==> src/design/frame_timestep_accumulator_assert.svh <==
// Assertion macros for the frame timestep accumulator.
// The macros expect signals named clk and rst_n in the calling scope.
`ifndef FRAME_TIMESTEP_ACCUMULATOR_ASSERT_SVH
`define FRAME_TIMESTEP_ACCUMULATOR_ASSERT_SVH

`ifndef NO_ASSERTIONS

// Same-cycle implication
`define FTSA_ASSERT_NOW(lbl, ante, cons) \
    lbl: assert property (@(posedge clk) disable iff (!rst_n) (ante) |-> (cons)) \
        else $error("ftsa assertion failed");

// Next-cycle implication
`define FTSA_ASSERT_NEXT(lbl, ante, cons) \
    lbl: assert property (@(posedge clk) disable iff (!rst_n) (ante) |=> (cons)) \
        else $error("ftsa assertion failed");

`else

`define FTSA_ASSERT_NOW(lbl, ante, cons)
`define FTSA_ASSERT_NEXT(lbl, ante, cons)

`endif

`endif

==> src/design/ftsa_pkg.sv <==
package ftsa_pkg;

    // Sizes
    localparam int MAX_WINDOW = 16;
    localparam int MAX_STEPS  = 5;
    localparam int DELTA_BITS = 24;
    localparam int PTR_BITS   = $clog2(MAX_WINDOW);
    localparam int FILL_BITS  = $clog2(MAX_WINDOW + 1);
    localparam int SUM_BITS   = DELTA_BITS + PTR_BITS;
    localparam int ACC_BITS   = 32;
    localparam int TOTAL_BITS = 48;
    localparam int SCALE_BITS = 16;
    localparam int COUNT_BITS = 3;
    localparam int CFG_BITS   = 24;
    localparam int DIV_BITS   = DELTA_BITS;
    localparam int DIV_NUM_BITS = 2 * DIV_BITS;
    localparam int DIV_CNT_BITS = $clog2(DIV_BITS);

    // Timing modes; code three behaves as variable
    typedef logic [1:0] mode_t;
    localparam mode_t MODE_VARIABLE   = 2'd0;
    localparam mode_t MODE_FIXED      = 2'd1;
    localparam mode_t MODE_SEMI_FIXED = 2'd2;

    // Register indexes
    typedef enum logic [2:0] {
        CFG_TIMING_MODE      = 3'd0,
        CFG_PAUSED           = 3'd1,
        CFG_MAX_DELTA        = 3'd2,
        CFG_TIME_SCALE       = 3'd3,
        CFG_FIXED_STEP       = 3'd4,
        CFG_SMOOTHING_WINDOW = 3'd5
    } cfg_idx_t;

    // Reset values
    localparam logic [DELTA_BITS-1:0] RST_MAX_DELTA  = 24'd250000;
    localparam logic [SCALE_BITS-1:0] RST_TIME_SCALE = 16'd256;
    localparam logic [DELTA_BITS-1:0] RST_FIXED_STEP = 24'd16667;
    localparam logic [4:0]            RST_WINDOW     = 5'd1;

    // Ring access
    typedef struct packed {
        logic                rd_en;
        logic [PTR_BITS-1:0] rd_addr;
        logic                wr_en;
        logic [PTR_BITS-1:0] wr_addr;
    } ring_ctrl_t;

    // Divider request and response
    typedef struct packed {
        logic                    start;
        logic [DIV_NUM_BITS-1:0] num;
        logic [DIV_BITS-1:0]     den;
    } div_req_t;

    typedef struct packed {
        logic                done;
        logic [DIV_BITS-1:0] quot;
    } div_rsp_t;

endpackage

==> src/design/ftsa_ring.sv <==
module ftsa_ring
    import ftsa_pkg::*;
(
    input  logic                  clk,
    input  ring_ctrl_t            ctrl,
    input  logic [DELTA_BITS-1:0] wr_data,
    output logic [DELTA_BITS-1:0] rd_data
);

    logic [DELTA_BITS-1:0] mem [MAX_WINDOW];
    logic [DELTA_BITS-1:0] rd_data_reg;

    // History store, registered read
    always_ff @(posedge clk)
    begin
        if (ctrl.wr_en)
        begin
            mem[ctrl.wr_addr] <= wr_data;
        end
        if (ctrl.rd_en)
        begin
            rd_data_reg <= mem[ctrl.rd_addr];
        end
    end

    assign rd_data = rd_data_reg;

endmodule

==> src/design/ftsa_div.sv <==
module ftsa_div
    import ftsa_pkg::*;
(
    input  logic     clk,
    input  logic     rst_n,
    input  div_req_t req,
    output div_rsp_t rsp
);

    // Restoring divider, one quotient bit a cycle.
    // Caller guarantees num[top half] < den, so the quotient fits DIV_BITS.
    logic                    busy_reg;
    logic                    done_reg;
    logic [DIV_CNT_BITS-1:0] cnt_reg;
    logic [DIV_BITS-1:0]     rem_reg;
    logic [DIV_BITS-1:0]     low_reg;
    logic [DIV_BITS-1:0]     quot_reg;
    logic [DIV_BITS-1:0]     den_reg;
    logic [DIV_BITS:0]       trial;
    logic                    fits;

    assign trial = {rem_reg, low_reg[DIV_BITS-1]} - {1'b0, den_reg};
    assign fits  = !trial[DIV_BITS];

    always_ff @(posedge clk or negedge rst_n)
    begin
        if (!rst_n)
        begin
            busy_reg <= 1'b0;
            done_reg <= 1'b0;
            cnt_reg  <= '0;
            rem_reg  <= '0;
            low_reg  <= '0;
            quot_reg <= '0;
            den_reg  <= '0;
        end
        else
        begin
            done_reg <= 1'b0;
            if (req.start)
            begin
                busy_reg <= 1'b1;
                cnt_reg  <= '0;
                rem_reg  <= req.num[DIV_NUM_BITS-1:DIV_BITS];
                low_reg  <= req.num[DIV_BITS-1:0];
                den_reg  <= req.den;
                quot_reg <= '0;
            end
            else if (busy_reg)
            begin
                if (fits)
                begin
                    rem_reg <= trial[DIV_BITS-1:0];
                end
                else
                begin
                    rem_reg <= {rem_reg[DIV_BITS-2:0], low_reg[DIV_BITS-1]};
                end
                low_reg  <= {low_reg[DIV_BITS-2:0], 1'b0};
                quot_reg <= {quot_reg[DIV_BITS-2:0], fits};
                cnt_reg  <= cnt_reg + 1'b1;
                if (cnt_reg == DIV_CNT_BITS'(DIV_BITS - 1))
                begin
                    busy_reg <= 1'b0;
                    done_reg <= 1'b1;
                end
            end
        end
    end

    assign rsp.done = done_reg;
    assign rsp.quot = quot_reg;

endmodule

==> src/design/frame_timestep_accumulator.sv <==
// Channel  Handshake            Payload
// cfg      cfg_we               cfg_index, cfg_data (write only, no wait)
// in       in_valid/in_ready    frame_delta_us
// out      out_valid/out_ready  clamped_delta_us, smoothed_delta_us, update_count,
//                               interpolation, unscaled_time_us, scaled_time_us
//
// Each beat uses the shared restoring divider, one pass for the average and, in
// fixed modes, one for the interpolation, and in fixed modes the step loop (one
// subtract a cycle, at most five steps). in_ready is high only while idle.
// A finished result waits in the output register; the next beat may be taken
// meanwhile. Reset clears history count, sums, accumulator and registers.
`include "frame_timestep_accumulator_assert.svh"

module frame_timestep_accumulator
    import ftsa_pkg::*;
(
    input  logic                  clk,
    input  logic                  rst_n,
    input  logic                  cfg_we,
    input  logic [2:0]            cfg_index,
    input  logic [CFG_BITS-1:0]   cfg_data,
    input  logic                  in_valid,
    output logic                  in_ready,
    input  logic [DELTA_BITS-1:0] frame_delta_us,
    output logic                  out_valid,
    input  logic                  out_ready,
    output logic [DELTA_BITS-1:0] clamped_delta_us,
    output logic [DELTA_BITS-1:0] smoothed_delta_us,
    output logic [COUNT_BITS-1:0] update_count,
    output logic [DELTA_BITS-1:0] interpolation,
    output logic [TOTAL_BITS-1:0] unscaled_time_us,
    output logic [TOTAL_BITS-1:0] scaled_time_us
);

    typedef enum logic [3:0] {
        S_IDLE,
        S_PUSH,
        S_SM_GO,
        S_SM_WAIT,
        S_MUL,
        S_ACC,
        S_STEP,
        S_INT_GO,
        S_INT_WAIT,
        S_OUT
    } state_t;

    // Configuration registers
    mode_t                 mode_reg;
    logic                  paused_reg;
    logic [DELTA_BITS-1:0] max_delta_reg;
    logic [SCALE_BITS-1:0] scale_reg;
    logic [DELTA_BITS-1:0] step_reg;
    logic [4:0]            window_reg;

    always_ff @(posedge clk or negedge rst_n)
    begin
        if (!rst_n)
        begin
            mode_reg      <= MODE_VARIABLE;
            paused_reg    <= 1'b0;
            max_delta_reg <= RST_MAX_DELTA;
            scale_reg     <= RST_TIME_SCALE;
            step_reg      <= RST_FIXED_STEP;
            window_reg    <= RST_WINDOW;
        end
        else if (cfg_we)
        begin
            case (cfg_idx_t'(cfg_index))
                CFG_TIMING_MODE:      mode_reg      <= cfg_data[1:0];
                CFG_PAUSED:           paused_reg    <= cfg_data[0];
                CFG_MAX_DELTA:        max_delta_reg <= cfg_data[DELTA_BITS-1:0];
                CFG_TIME_SCALE:       scale_reg     <= cfg_data[SCALE_BITS-1:0];
                CFG_FIXED_STEP:
                begin
                    // zero step is ignored
                    if (cfg_data[DELTA_BITS-1:0] != '0)
                    begin
                        step_reg <= cfg_data[DELTA_BITS-1:0];
                    end
                end
                CFG_SMOOTHING_WINDOW: window_reg    <= cfg_data[4:0];
                default: ;
            endcase
        end
    end

    // Sequencer state and datapath registers
    state_t                state_reg,   state_next;
    logic [DELTA_BITS-1:0] d_reg,       d_next;
    logic                  drop_reg,    drop_next;
    logic [PTR_BITS-1:0]   wp_reg,      wp_next;
    logic [FILL_BITS-1:0]  fill_reg,    fill_next;
    logic [SUM_BITS-1:0]   sum_reg,     sum_next;
    logic [DELTA_BITS-1:0] sm_reg,      sm_next;
    logic [ACC_BITS-1:0]   eff_reg,     eff_next;
    logic [ACC_BITS-1:0]   acc_reg,     acc_next;
    logic [TOTAL_BITS-1:0] unscaled_reg, unscaled_next;
    logic [TOTAL_BITS-1:0] scaled_reg,  scaled_next;
    logic [COUNT_BITS-1:0] count_reg,   count_next;
    logic [DELTA_BITS-1:0] interp_reg,  interp_next;
    logic                  out_valid_reg, out_valid_next;
    logic [DELTA_BITS-1:0] o_clamped_reg, o_clamped_next;
    logic [DELTA_BITS-1:0] o_sm_reg,    o_sm_next;
    logic [COUNT_BITS-1:0] o_count_reg, o_count_next;
    logic [DELTA_BITS-1:0] o_interp_reg, o_interp_next;
    logic [TOTAL_BITS-1:0] o_unscaled_reg, o_unscaled_next;
    logic [TOTAL_BITS-1:0] o_scaled_reg, o_scaled_next;

    logic                  in_fire;
    logic [DELTA_BITS-1:0] d_in;
    logic [FILL_BITS-1:0]  win;
    logic [DELTA_BITS+SCALE_BITS-1:0] product;
    logic [ACC_BITS:0]     acc_sum;
    logic [ACC_BITS-1:0]   acc_add;
    logic                  fixed_mode;
    logic                  can_step;
    logic                  interp_sat;
    logic [DELTA_BITS-1:0] ring_rd;
    ring_ctrl_t            ring_ctrl;
    div_req_t              div_req;
    div_rsp_t              div_rsp;

    assign in_ready = (state_reg == S_IDLE);
    assign in_fire  = in_valid && in_ready;

    // Pause and clamp
    always_comb
    begin
        d_in = paused_reg ? '0 : frame_delta_us;
        if (d_in > max_delta_reg)
        begin
            d_in = max_delta_reg;
        end
    end

    // Effective window: zero reads as one, large values saturate
    always_comb
    begin
        if (window_reg == '0)
        begin
            win = FILL_BITS'(1);
        end
        else if (window_reg > 5'(MAX_WINDOW))
        begin
            win = FILL_BITS'(MAX_WINDOW);
        end
        else
        begin
            win = FILL_BITS'(window_reg);
        end
    end

    assign fixed_mode = (mode_reg == MODE_FIXED) || (mode_reg == MODE_SEMI_FIXED);
    assign product    = sm_reg * scale_reg;
    assign acc_add    = (mode_reg == MODE_FIXED) ? ACC_BITS'(sm_reg) : eff_reg;
    assign acc_sum    = {1'b0, acc_reg} + {1'b0, acc_add};
    assign can_step   = (acc_reg >= ACC_BITS'(step_reg)) && (count_reg != COUNT_BITS'(MAX_STEPS));
    assign interp_sat = acc_reg >= {step_reg, 8'b0};

    // Ring: read the oldest entry on accept, write the new one in the push cycle
    always_comb
    begin
        ring_ctrl.rd_en   = in_fire;
        ring_ctrl.rd_addr = wp_reg - fill_reg[PTR_BITS-1:0];
        ring_ctrl.wr_en   = (state_reg == S_PUSH);
        ring_ctrl.wr_addr = wp_reg;
    end

    // Divider requests: average first, interpolation second
    always_comb
    begin
        div_req.start = (state_reg == S_SM_GO) || (state_reg == S_INT_GO);
        if (state_reg == S_INT_GO)
        begin
            div_req.num = {acc_reg, 16'b0};
            div_req.den = step_reg;
        end
        else
        begin
            div_req.num = DIV_NUM_BITS'(sum_reg);
            div_req.den = DIV_BITS'(fill_reg);
        end
    end

    // Sequencer next state
    always_comb
    begin
        state_next      = state_reg;
        d_next          = d_reg;
        drop_next       = drop_reg;
        wp_next         = wp_reg;
        fill_next       = fill_reg;
        sum_next        = sum_reg;
        sm_next         = sm_reg;
        eff_next        = eff_reg;
        acc_next        = acc_reg;
        unscaled_next   = unscaled_reg;
        scaled_next     = scaled_reg;
        count_next      = count_reg;
        interp_next     = interp_reg;
        out_valid_next  = out_valid_reg && !out_ready;
        o_clamped_next  = o_clamped_reg;
        o_sm_next       = o_sm_reg;
        o_count_next    = o_count_reg;
        o_interp_next   = o_interp_reg;
        o_unscaled_next = o_unscaled_reg;
        o_scaled_next   = o_scaled_reg;

        case (state_reg)
            S_IDLE:
            begin
                if (in_fire)
                begin
                    d_next     = d_in;
                    drop_next  = (fill_reg >= win);
                    state_next = S_PUSH;
                end
            end
            S_PUSH:
            begin
                sum_next   = sum_reg - (drop_reg ? SUM_BITS'(ring_rd) : '0)
                             + SUM_BITS'(d_reg);
                fill_next  = fill_reg - FILL_BITS'(drop_reg) + 1'b1;
                wp_next    = wp_reg + 1'b1;
                state_next = S_SM_GO;
            end
            S_SM_GO:
            begin
                state_next = S_SM_WAIT;
            end
            S_SM_WAIT:
            begin
                if (div_rsp.done)
                begin
                    sm_next    = div_rsp.quot;
                    state_next = S_MUL;
                end
            end
            S_MUL:
            begin
                eff_next   = product[DELTA_BITS+SCALE_BITS-1:8];
                state_next = S_ACC;
            end
            S_ACC:
            begin
                unscaled_next = unscaled_reg + TOTAL_BITS'(sm_reg);
                scaled_next   = scaled_reg + TOTAL_BITS'(eff_reg);
                if (fixed_mode)
                begin
                    acc_next   = acc_sum[ACC_BITS] ? '1 : acc_sum[ACC_BITS-1:0];
                    count_next = '0;
                    state_next = S_STEP;
                end
                else
                begin
                    count_next  = COUNT_BITS'(1);
                    interp_next = '0;
                    state_next  = S_OUT;
                end
            end
            S_STEP:
            begin
                // one step taken out per cycle
                if (can_step)
                begin
                    acc_next   = acc_reg - ACC_BITS'(step_reg);
                    count_next = count_reg + 1'b1;
                end
                else if (interp_sat)
                begin
                    interp_next = '1;
                    state_next  = S_OUT;
                end
                else
                begin
                    state_next = S_INT_GO;
                end
            end
            S_INT_GO:
            begin
                state_next = S_INT_WAIT;
            end
            S_INT_WAIT:
            begin
                if (div_rsp.done)
                begin
                    interp_next = div_rsp.quot;
                    state_next  = S_OUT;
                end
            end
            S_OUT:
            begin
                // load the output stage once the previous beat has gone
                if (!out_valid_reg || out_ready)
                begin
                    out_valid_next  = 1'b1;
                    o_clamped_next  = d_reg;
                    o_sm_next       = sm_reg;
                    o_count_next    = count_reg;
                    o_interp_next   = interp_reg;
                    o_unscaled_next = unscaled_reg;
                    o_scaled_next   = scaled_reg;
                    state_next      = S_IDLE;
                end
            end
            default:
            begin
                state_next = S_IDLE;
            end
        endcase
    end

    always_ff @(posedge clk or negedge rst_n)
    begin
        if (!rst_n)
        begin
            state_reg      <= S_IDLE;
            d_reg          <= '0;
            drop_reg       <= 1'b0;
            wp_reg         <= '0;
            fill_reg       <= '0;
            sum_reg        <= '0;
            sm_reg         <= '0;
            eff_reg        <= '0;
            acc_reg        <= '0;
            unscaled_reg   <= '0;
            scaled_reg     <= '0;
            count_reg      <= '0;
            interp_reg     <= '0;
            out_valid_reg  <= 1'b0;
            o_clamped_reg  <= '0;
            o_sm_reg       <= '0;
            o_count_reg    <= '0;
            o_interp_reg   <= '0;
            o_unscaled_reg <= '0;
            o_scaled_reg   <= '0;
        end
        else
        begin
            state_reg      <= state_next;
            d_reg          <= d_next;
            drop_reg       <= drop_next;
            wp_reg         <= wp_next;
            fill_reg       <= fill_next;
            sum_reg        <= sum_next;
            sm_reg         <= sm_next;
            eff_reg        <= eff_next;
            acc_reg        <= acc_next;
            unscaled_reg   <= unscaled_next;
            scaled_reg     <= scaled_next;
            count_reg      <= count_next;
            interp_reg     <= interp_next;
            out_valid_reg  <= out_valid_next;
            o_clamped_reg  <= o_clamped_next;
            o_sm_reg       <= o_sm_next;
            o_count_reg    <= o_count_next;
            o_interp_reg   <= o_interp_next;
            o_unscaled_reg <= o_unscaled_next;
            o_scaled_reg   <= o_scaled_next;
        end
    end

    ftsa_ring u_ring
    (
        .clk     (clk),
        .ctrl    (ring_ctrl),
        .wr_data (d_reg),
        .rd_data (ring_rd)
    );

    ftsa_div u_div
    (
        .clk   (clk),
        .rst_n (rst_n),
        .req   (div_req),
        .rsp   (div_rsp)
    );

    assign out_valid         = out_valid_reg;
    assign clamped_delta_us  = o_clamped_reg;
    assign smoothed_delta_us = o_sm_reg;
    assign update_count      = o_count_reg;
    assign interpolation     = o_interp_reg;
    assign unscaled_time_us  = o_unscaled_reg;
    assign scaled_time_us    = o_scaled_reg;

    // Checks
    `FTSA_ASSERT_NOW(a_fill_bound, 1'b1, fill_reg <= FILL_BITS'(MAX_WINDOW))
    `FTSA_ASSERT_NOW(a_count_bound, out_valid, update_count <= COUNT_BITS'(MAX_STEPS))
    `FTSA_ASSERT_NEXT(a_busy_after_accept, in_fire, !in_ready)
    `FTSA_ASSERT_NOW(a_div_only_waiting, div_rsp.done,
        state_reg == S_SM_WAIT || state_reg == S_INT_WAIT)

endmodule
==> config.mk <==
export PLATFORM = sky130hd
export DESIGN_NAME = frame_timestep_accumulator
export DESIGN_NICKNAME = d
export VERILOG_FILES = /design/src/design/ftsa_pkg.sv /design/src/design/ftsa_ring.sv /design/src/design/ftsa_div.sv /design/src/design/frame_timestep_accumulator.sv
export VERILOG_INCLUDE_DIRS = /design/src /design/src/design
export SDC_FILE = /design/constraint.sdc
export NUM_CORES = 2
export LEC_CHECK = 0
export BUFFER_PORTS_ARGS = -buffer_cell sky130_fd_sc_hd__buf_2
export CORE_ASPECT_RATIO = 1.1
export CORE_MARGIN = 2
export CORE_UTILIZATION = 45
export DETAILED_ROUTE_END_ITERATION = 8
export SYNTH_ARGS = -nofsm -noshare
export SYNTH_HDL_FRONTEND = slang
export SYNTH_SLANG_ARGS = --single-unit
export TNS_END_PERCENT = 10
==> constraint.sdc <==
create_clock -name clk -period 5.9 [get_ports clk]
set_input_delay 1.18 -clock clk [delete_from_list [all_inputs] [get_ports clk]]
set_output_delay 1.18 -clock clk [all_outputs]
set_load 0.05 [all_outputs]
**Yosys cells after proc, flatten, opt, wreduce, memory -nomap -nowiden**

Memories as Yosys holds them, arrays and structs flattened. A register that Yosys moved wholly into a read port is not among the register bits.
Cells that the tools add are included.

- $add $sub $neg: 13
- $mul: 1
- Order comparisons: 5
- Equal/unequal tests: 27
- Muxes and demuxes: 46
- Reductions and logical operators: 29

Operators by type and width:

| cell | count |
|---|---|
| 2-to-1 mux 24 bit | 14 |
| 2-to-1 mux 32 bit | 4 |
| 2-to-1 mux 72 bit | 1 |
| case mux 24 bit (3 select lines) | 1 |
| case mux 32 bit (2 select lines) | 1 |
| adder 48 x 24 -> 48 bit | 1 |
| adder 48 x 32 -> 48 bit | 1 |
| multiplier 24 x 16 -> 40 bit | 1 |
| case mux 4 bit (10 select lines) | 1 |
| adder 32 x 32 -> 33 bit | 1 |
| greater-or-equal comparator 32 x 24 -> 1 bit | 1 |
| greater-or-equal comparator 32 bit | 1 |
| subtractor 32 x 24 -> 32 bit | 1 |
| adder 28 x 24 -> 28 bit | 1 |
| 2-to-1 mux 4 bit | 7 |
| subtractor 28 x 24 -> 28 bit | 1 |
| subtractor 25 x 24 -> 25 bit | 1 |
| > comparator 24 bit | 1 |
| nonzero test 24 bit | 1 |
| 2-to-1 mux 5 bit | 4 |
| AND reduction 2 bit | 9 |
| == test 4 x 3 -> 1 bit (second input constant) | 4 |
| inequality test 2 bit (second input constant) | 6 |
| 2-to-1 mux 1 bit | 11 |
| other kinds (30) | 46 |

- Bits in registers: 624
- Bits in writable memories: 384
- Word-level logic and storage cells: 155
- Memories kept: 1

Memories:

| memory | words | bits a word | rd ports | clocked after memory_dff | write ports | RTL line | text |
|---|---|---|---|---|---|---|---|
| u_ring.mem | 16 | 24 | 1 | 1 | 1 | ftsa_ring.sv:10 | `logic [DELTA_BITS-1:0] mem [MAX_WINDOW];` |

**Depth between registers and ports, before layout**

- Depth in word-level cells: 6
- Depth in mapped cells: 25
- Depth with buffers taken out: 23

**Modules after synthesis**

From an unflattened synthesis, not the netlist that was laid out.

- Cell total of the unflattened synthesis: 5,674
- Area, all modules: 63,026.7 µm²

Modules (own cells, without submodules):

| module | times used | cells each | area each (µm²) |
|---|---|---|---|
| frame_timestep_accumulator | 1 | 4,440 | 42,109.1 |
| ftsa_ring | 1 | 636 | 15,170.8 |
| ftsa_div | 1 | 598 | 5,746.8 |

**Worst setup path after synthesis**

OpenSTA, ideal clock, no wires.

- Kind: register to register
- Start: register sm_reg[18]
- End: register eff_reg[29]
- Data arrival time: 6.120 ns
- Path slack: -0.353 ns
- Cell stages (with the launch flop): 26
- Buffers on the path: 2
- Period minus slack after synthesis: 6.253 ns
- Cell sequence: dfrtp_1 clkbuf_1 clkbuf_1 nand2_1 fa_1 inv_1 fa_1 inv_1 fa_1 inv_1 fa_1 fa_1 inv_1 fa_1 inv_1 ha_1 a21o_1 a211o_1 a21oi_1 o21ai_0 and4bb_2 o31ai_2 o31a_1 a21oi_1 xor2_1 o21ai_0

- Cells in the longest elaborated chain, start to end: 1

Ends and longest elaborated chain:

| element | RTL line | text |
|---|---|---|
| start, declared | frame_timestep_accumulator.sv:95 | `logic [DELTA_BITS-1:0] sm_reg, sm_next;` |
| start signal, assigned | frame_timestep_accumulator.sv:347 | `sm_reg <= sm_next;` |
| multiplier 24 x 16 -> 40 bit | frame_timestep_accumulator.sv:155 | `assign product = sm_reg * scale_reg;` |
| end signal, assigned | frame_timestep_accumulator.sv:348 | `eff_reg <= eff_next;` |
| end, declared | frame_timestep_accumulator.sv:96 | `logic [ACC_BITS-1:0] eff_reg, eff_next;` |

No other way between the ends.
A chain may end at the register's enable or synchronous reset.

**Final worst setup path**

- Start: register sm_reg[6]
- End: register eff_reg[24]

Same word-level chain as after synthesis.

==> impl_metrics.csv <==
group,metric,value,unit
timing,setup_violations,15,
layout,largest_reg_flops,384,
layout,syn2layout_area_growth,14.5,%
floorplan,die_y,397,um
layout,n_fill_cell,12400,
setup_path,critPathCaptureType,"flop",
setup_path,max_stage_delay,560,ps
grt,grt_pass1_vias,44600,
place,globalplace.congestion,0.939,
setup_path,path_cells,"buf_12 -> buf_4 -> and2_1 -> fa_1 -> fa_1 -> fa_1 -> fa_1 -> fa_1 -> inv_1 -> fa_1 -> inv_1 -> ha_4 -> nand4_1 -> nor2_1 -> o211ai_1 -> a31oi_2 -> a311o_1 -> a21oi_2 -> o21ba_4 -> or4_4 -> nand3_2",
logic_synthesis,syn_avg_cell_area,11.2,um^2
floorplan,row_count,144,
timing,min_period,6180,ps
route,dr_total_vias,44100,
route,viasPerCell,5.55,
timing,tightest_slew,1220,ps
setup_path,cp_num_buf_inv,4,
setup_path,required,6540,ps
floorplan,coreArea,0.140,mm^2
setup_path,cpMostUsedCell,"fa_1",
logic_synthesis,synth_edf_count,408,
status,status,"finished with violations",
timing,final_hold_viol_count,0,
grt,grt_max_degree,139,
setup_path,critPathLaunchType,"flop",
clock_network,cts_sinks,1032,
grt,antenna_found_initial,20,
pwr,ir_drop,0.000514,V
pwr,leakage,33.2,nW
clock_network,htree_levels,3,
logic_synthesis,synthCells,5656,
logic_synthesis,yosysSeqAreaShare,44.1,%
setup_path,reg2reg_depth,21,
setup_path,cp.depth,21,
grt,use_met3,3.04,%
timing,period_share,105,%
grt,use_met1,33.8,%
place,place_inst,7700,
logic_synthesis,synth.distinct_cells,85,
layout,final_common_cell,"dfrtp_1",
timing,clock_skew,68.0,ps
logic_synthesis,async_flop_share,60.5,%
route,drc,0,
logic_synthesis,ys_ff_latch,1032,
clock_network,cts.path.max_buffers,3,
route,wl_per_cell,22.3,um
setup_path,crit_fanout,7,
floorplan,die_w,361,um
layout,final_cells,7940,
setup_path,critPathSlowestCell,"fa_1",
grt,gr-total-overflow,0,
clock_network,cts_tree,"done",
layout,max_flop_register,"u_ring.mem",
logic_synthesis,yosys_warnings,0,
clock_network,clock_latency,760,ps
pwr,powerDensity,468,mW/mm^2
layout,layout-drive-gt1-share,19.4,%
layout,final_cell_mix,"dfrtp_1 (591), nand2_1 (584), inv_1 (578), edfxtp_1 (408), ha_1 (332)",
clock_network,cts_buffers,111,
setup_path,arrival,6820,ps
place,io_buffers,228,
route,drt-total-wl,177000,um
clock_network,clock-root-buffer,"clkbuf_16",
hold_path,hold_path_class,"primary input to async pin",
route,dr.pass1.iters,8,
timing,slew_headroom,18.1,%
route,ant_nets,0,
logic_synthesis,synthesis.nets,6390,
floorplan,dieArea,0.143,mm^2
place,hpwl,130000,um
grt,grt_most_used_layer,"met2",
grt,grt_use_total,25.0,%
route,drtIter0Drc,3311,
setup_path,path_delay_family,"adder cells",
layout,nNetsFinal,6750,
setup_path,path_class,"flop to flop",
timing,clock.fmax,0.162,GHz
floorplan,start_util,45.2,%
grt,use_met2,41.7,%
status,violations,"setup timing",
logic_synthesis,synthFlopType,"dfrtp_1",
timing,fin_ws,-276,ps
floorplan,io_pins,229,
clock_network,path_clk_slew,70,ps
timing,final_max_slew_viol_count,0,
job,maxCapViolCount,0,
timing,rsz0062_at_grt,"true",
layout,postLayoutCoreUtil,51.8,%
logic_synthesis,synth_area,0.0632,mm^2
grt,grt_pass1_wl,273000,um
-- metal layers --
metal	routed length, um	share of wire [%]	vias up
li1	-	-	20200
met3	9340	5.3	322
met1	76300	43	22200
met2	85000	48	1234
met5	71	0.040	-
met4	6710	3.8	12
-- synth_stat cells (25+ instances only) --
library cell,count,area [um^2]
nor3_1,37,185
inv_1,586,2200
mux2i_1,116,1160
nand2_1,595,2230
nand2b_1,40,250
nor2b_1,89,557
mux2_2,239,2690
and3_1,38,238
xnor2_1,129,1130
o22ai_1,41,257
edfxtp_1,408,12300
a31oi_1,27,169
a21o_1,106,796
mux4_2,96,2160
a21oi_1,261,1310
clkbuf_1,225,845
xor2_1,94,823
nor2_1,216,811
ha_1,343,4290
dfrtp_1,609,15200
o21ba_2,25,250
o21a_1,39,293
and2_1,193,1210
fa_1,335,6710
o211ai_1,25,188
nand4_1,38,238
o21ai_0,321,1610
a211oi_1,73,548
nand3_1,39,195
-- cell families after synthesis --
logic type	share of synthesized area, %
buf+inv	5.10
compound gates	10.4
flops	44.1
xor+xnor	3.09
mux	9.52
simple gates	10.4
fa+ha+maj	17.4
-- metrics by stage --
stage / instance area (um^2) / setup slack, ps / TNS (ps) / hold slack [ps] / total power (W)
after CTS: 72000 / -316 / -2230 / 470 / 0.0340
after global placement: 68000 / -475 / -4590 / 458 / 0.0263
after floorplan: 63400 / -7.51 / -9.39 / 438 / 0.0219
after detailed placement: 68000 / -479 / -5030 / 458 / 0.0266
final: 72400 / -276 / -2240 / 469 / 0.0339
after global routing: 72400 / -508 / -6390 / 490 / 0.0361
-- worst paths after layout --
check | startpoint | to | slack (ps)
worst min-delay path | rst_n | unscaled_reg[35] | 470
worst max register to register | sm_reg[6] | eff_reg[24] | -280
worst min register to register | unscaled_reg[47] | unscaled_reg[47] | 470
worst max-delay path | sm_reg[6] | eff_reg[24] | -280
min in group clk | unscaled_reg[47] | unscaled_reg[47] | 470
max in group asynchronous | rst_n | d_reg[2] | 4060
-- report_power, final --
part / internal, W / switching [W]
combinational: 0.00653 / 0.00917
sequential: 0.00927 / 0.00152
clock: 0.00428 / 0.00310
total: 0.0201 / 0.0138
-- what timing repair did --
action / 4_1_cts / 5_1_grt
hold buffers: 0 / 0
gates cloned: 0 / 1
pin swaps: 10 / 41
endpoints found under the setup margin: 19 / 22
resized for setup: 31 / 56
setup buffers: 10 / 18
-- final cells by class --
cell class                 instances  area, um^2  area share (%)
tap                             1825        2280            3.15
clock buffer                     150        3100            4.28
multi-input combinational       3777       32500            44.9
timing repair buffer             508        3570            4.93
antenna                            5        12.5          0.0173
inverter                         586        2200            3.04
sequential                      1032       27900            38.6
clock inverter                    57         795            1.10
Note: power is estimated with default switching activity, not from simulation.
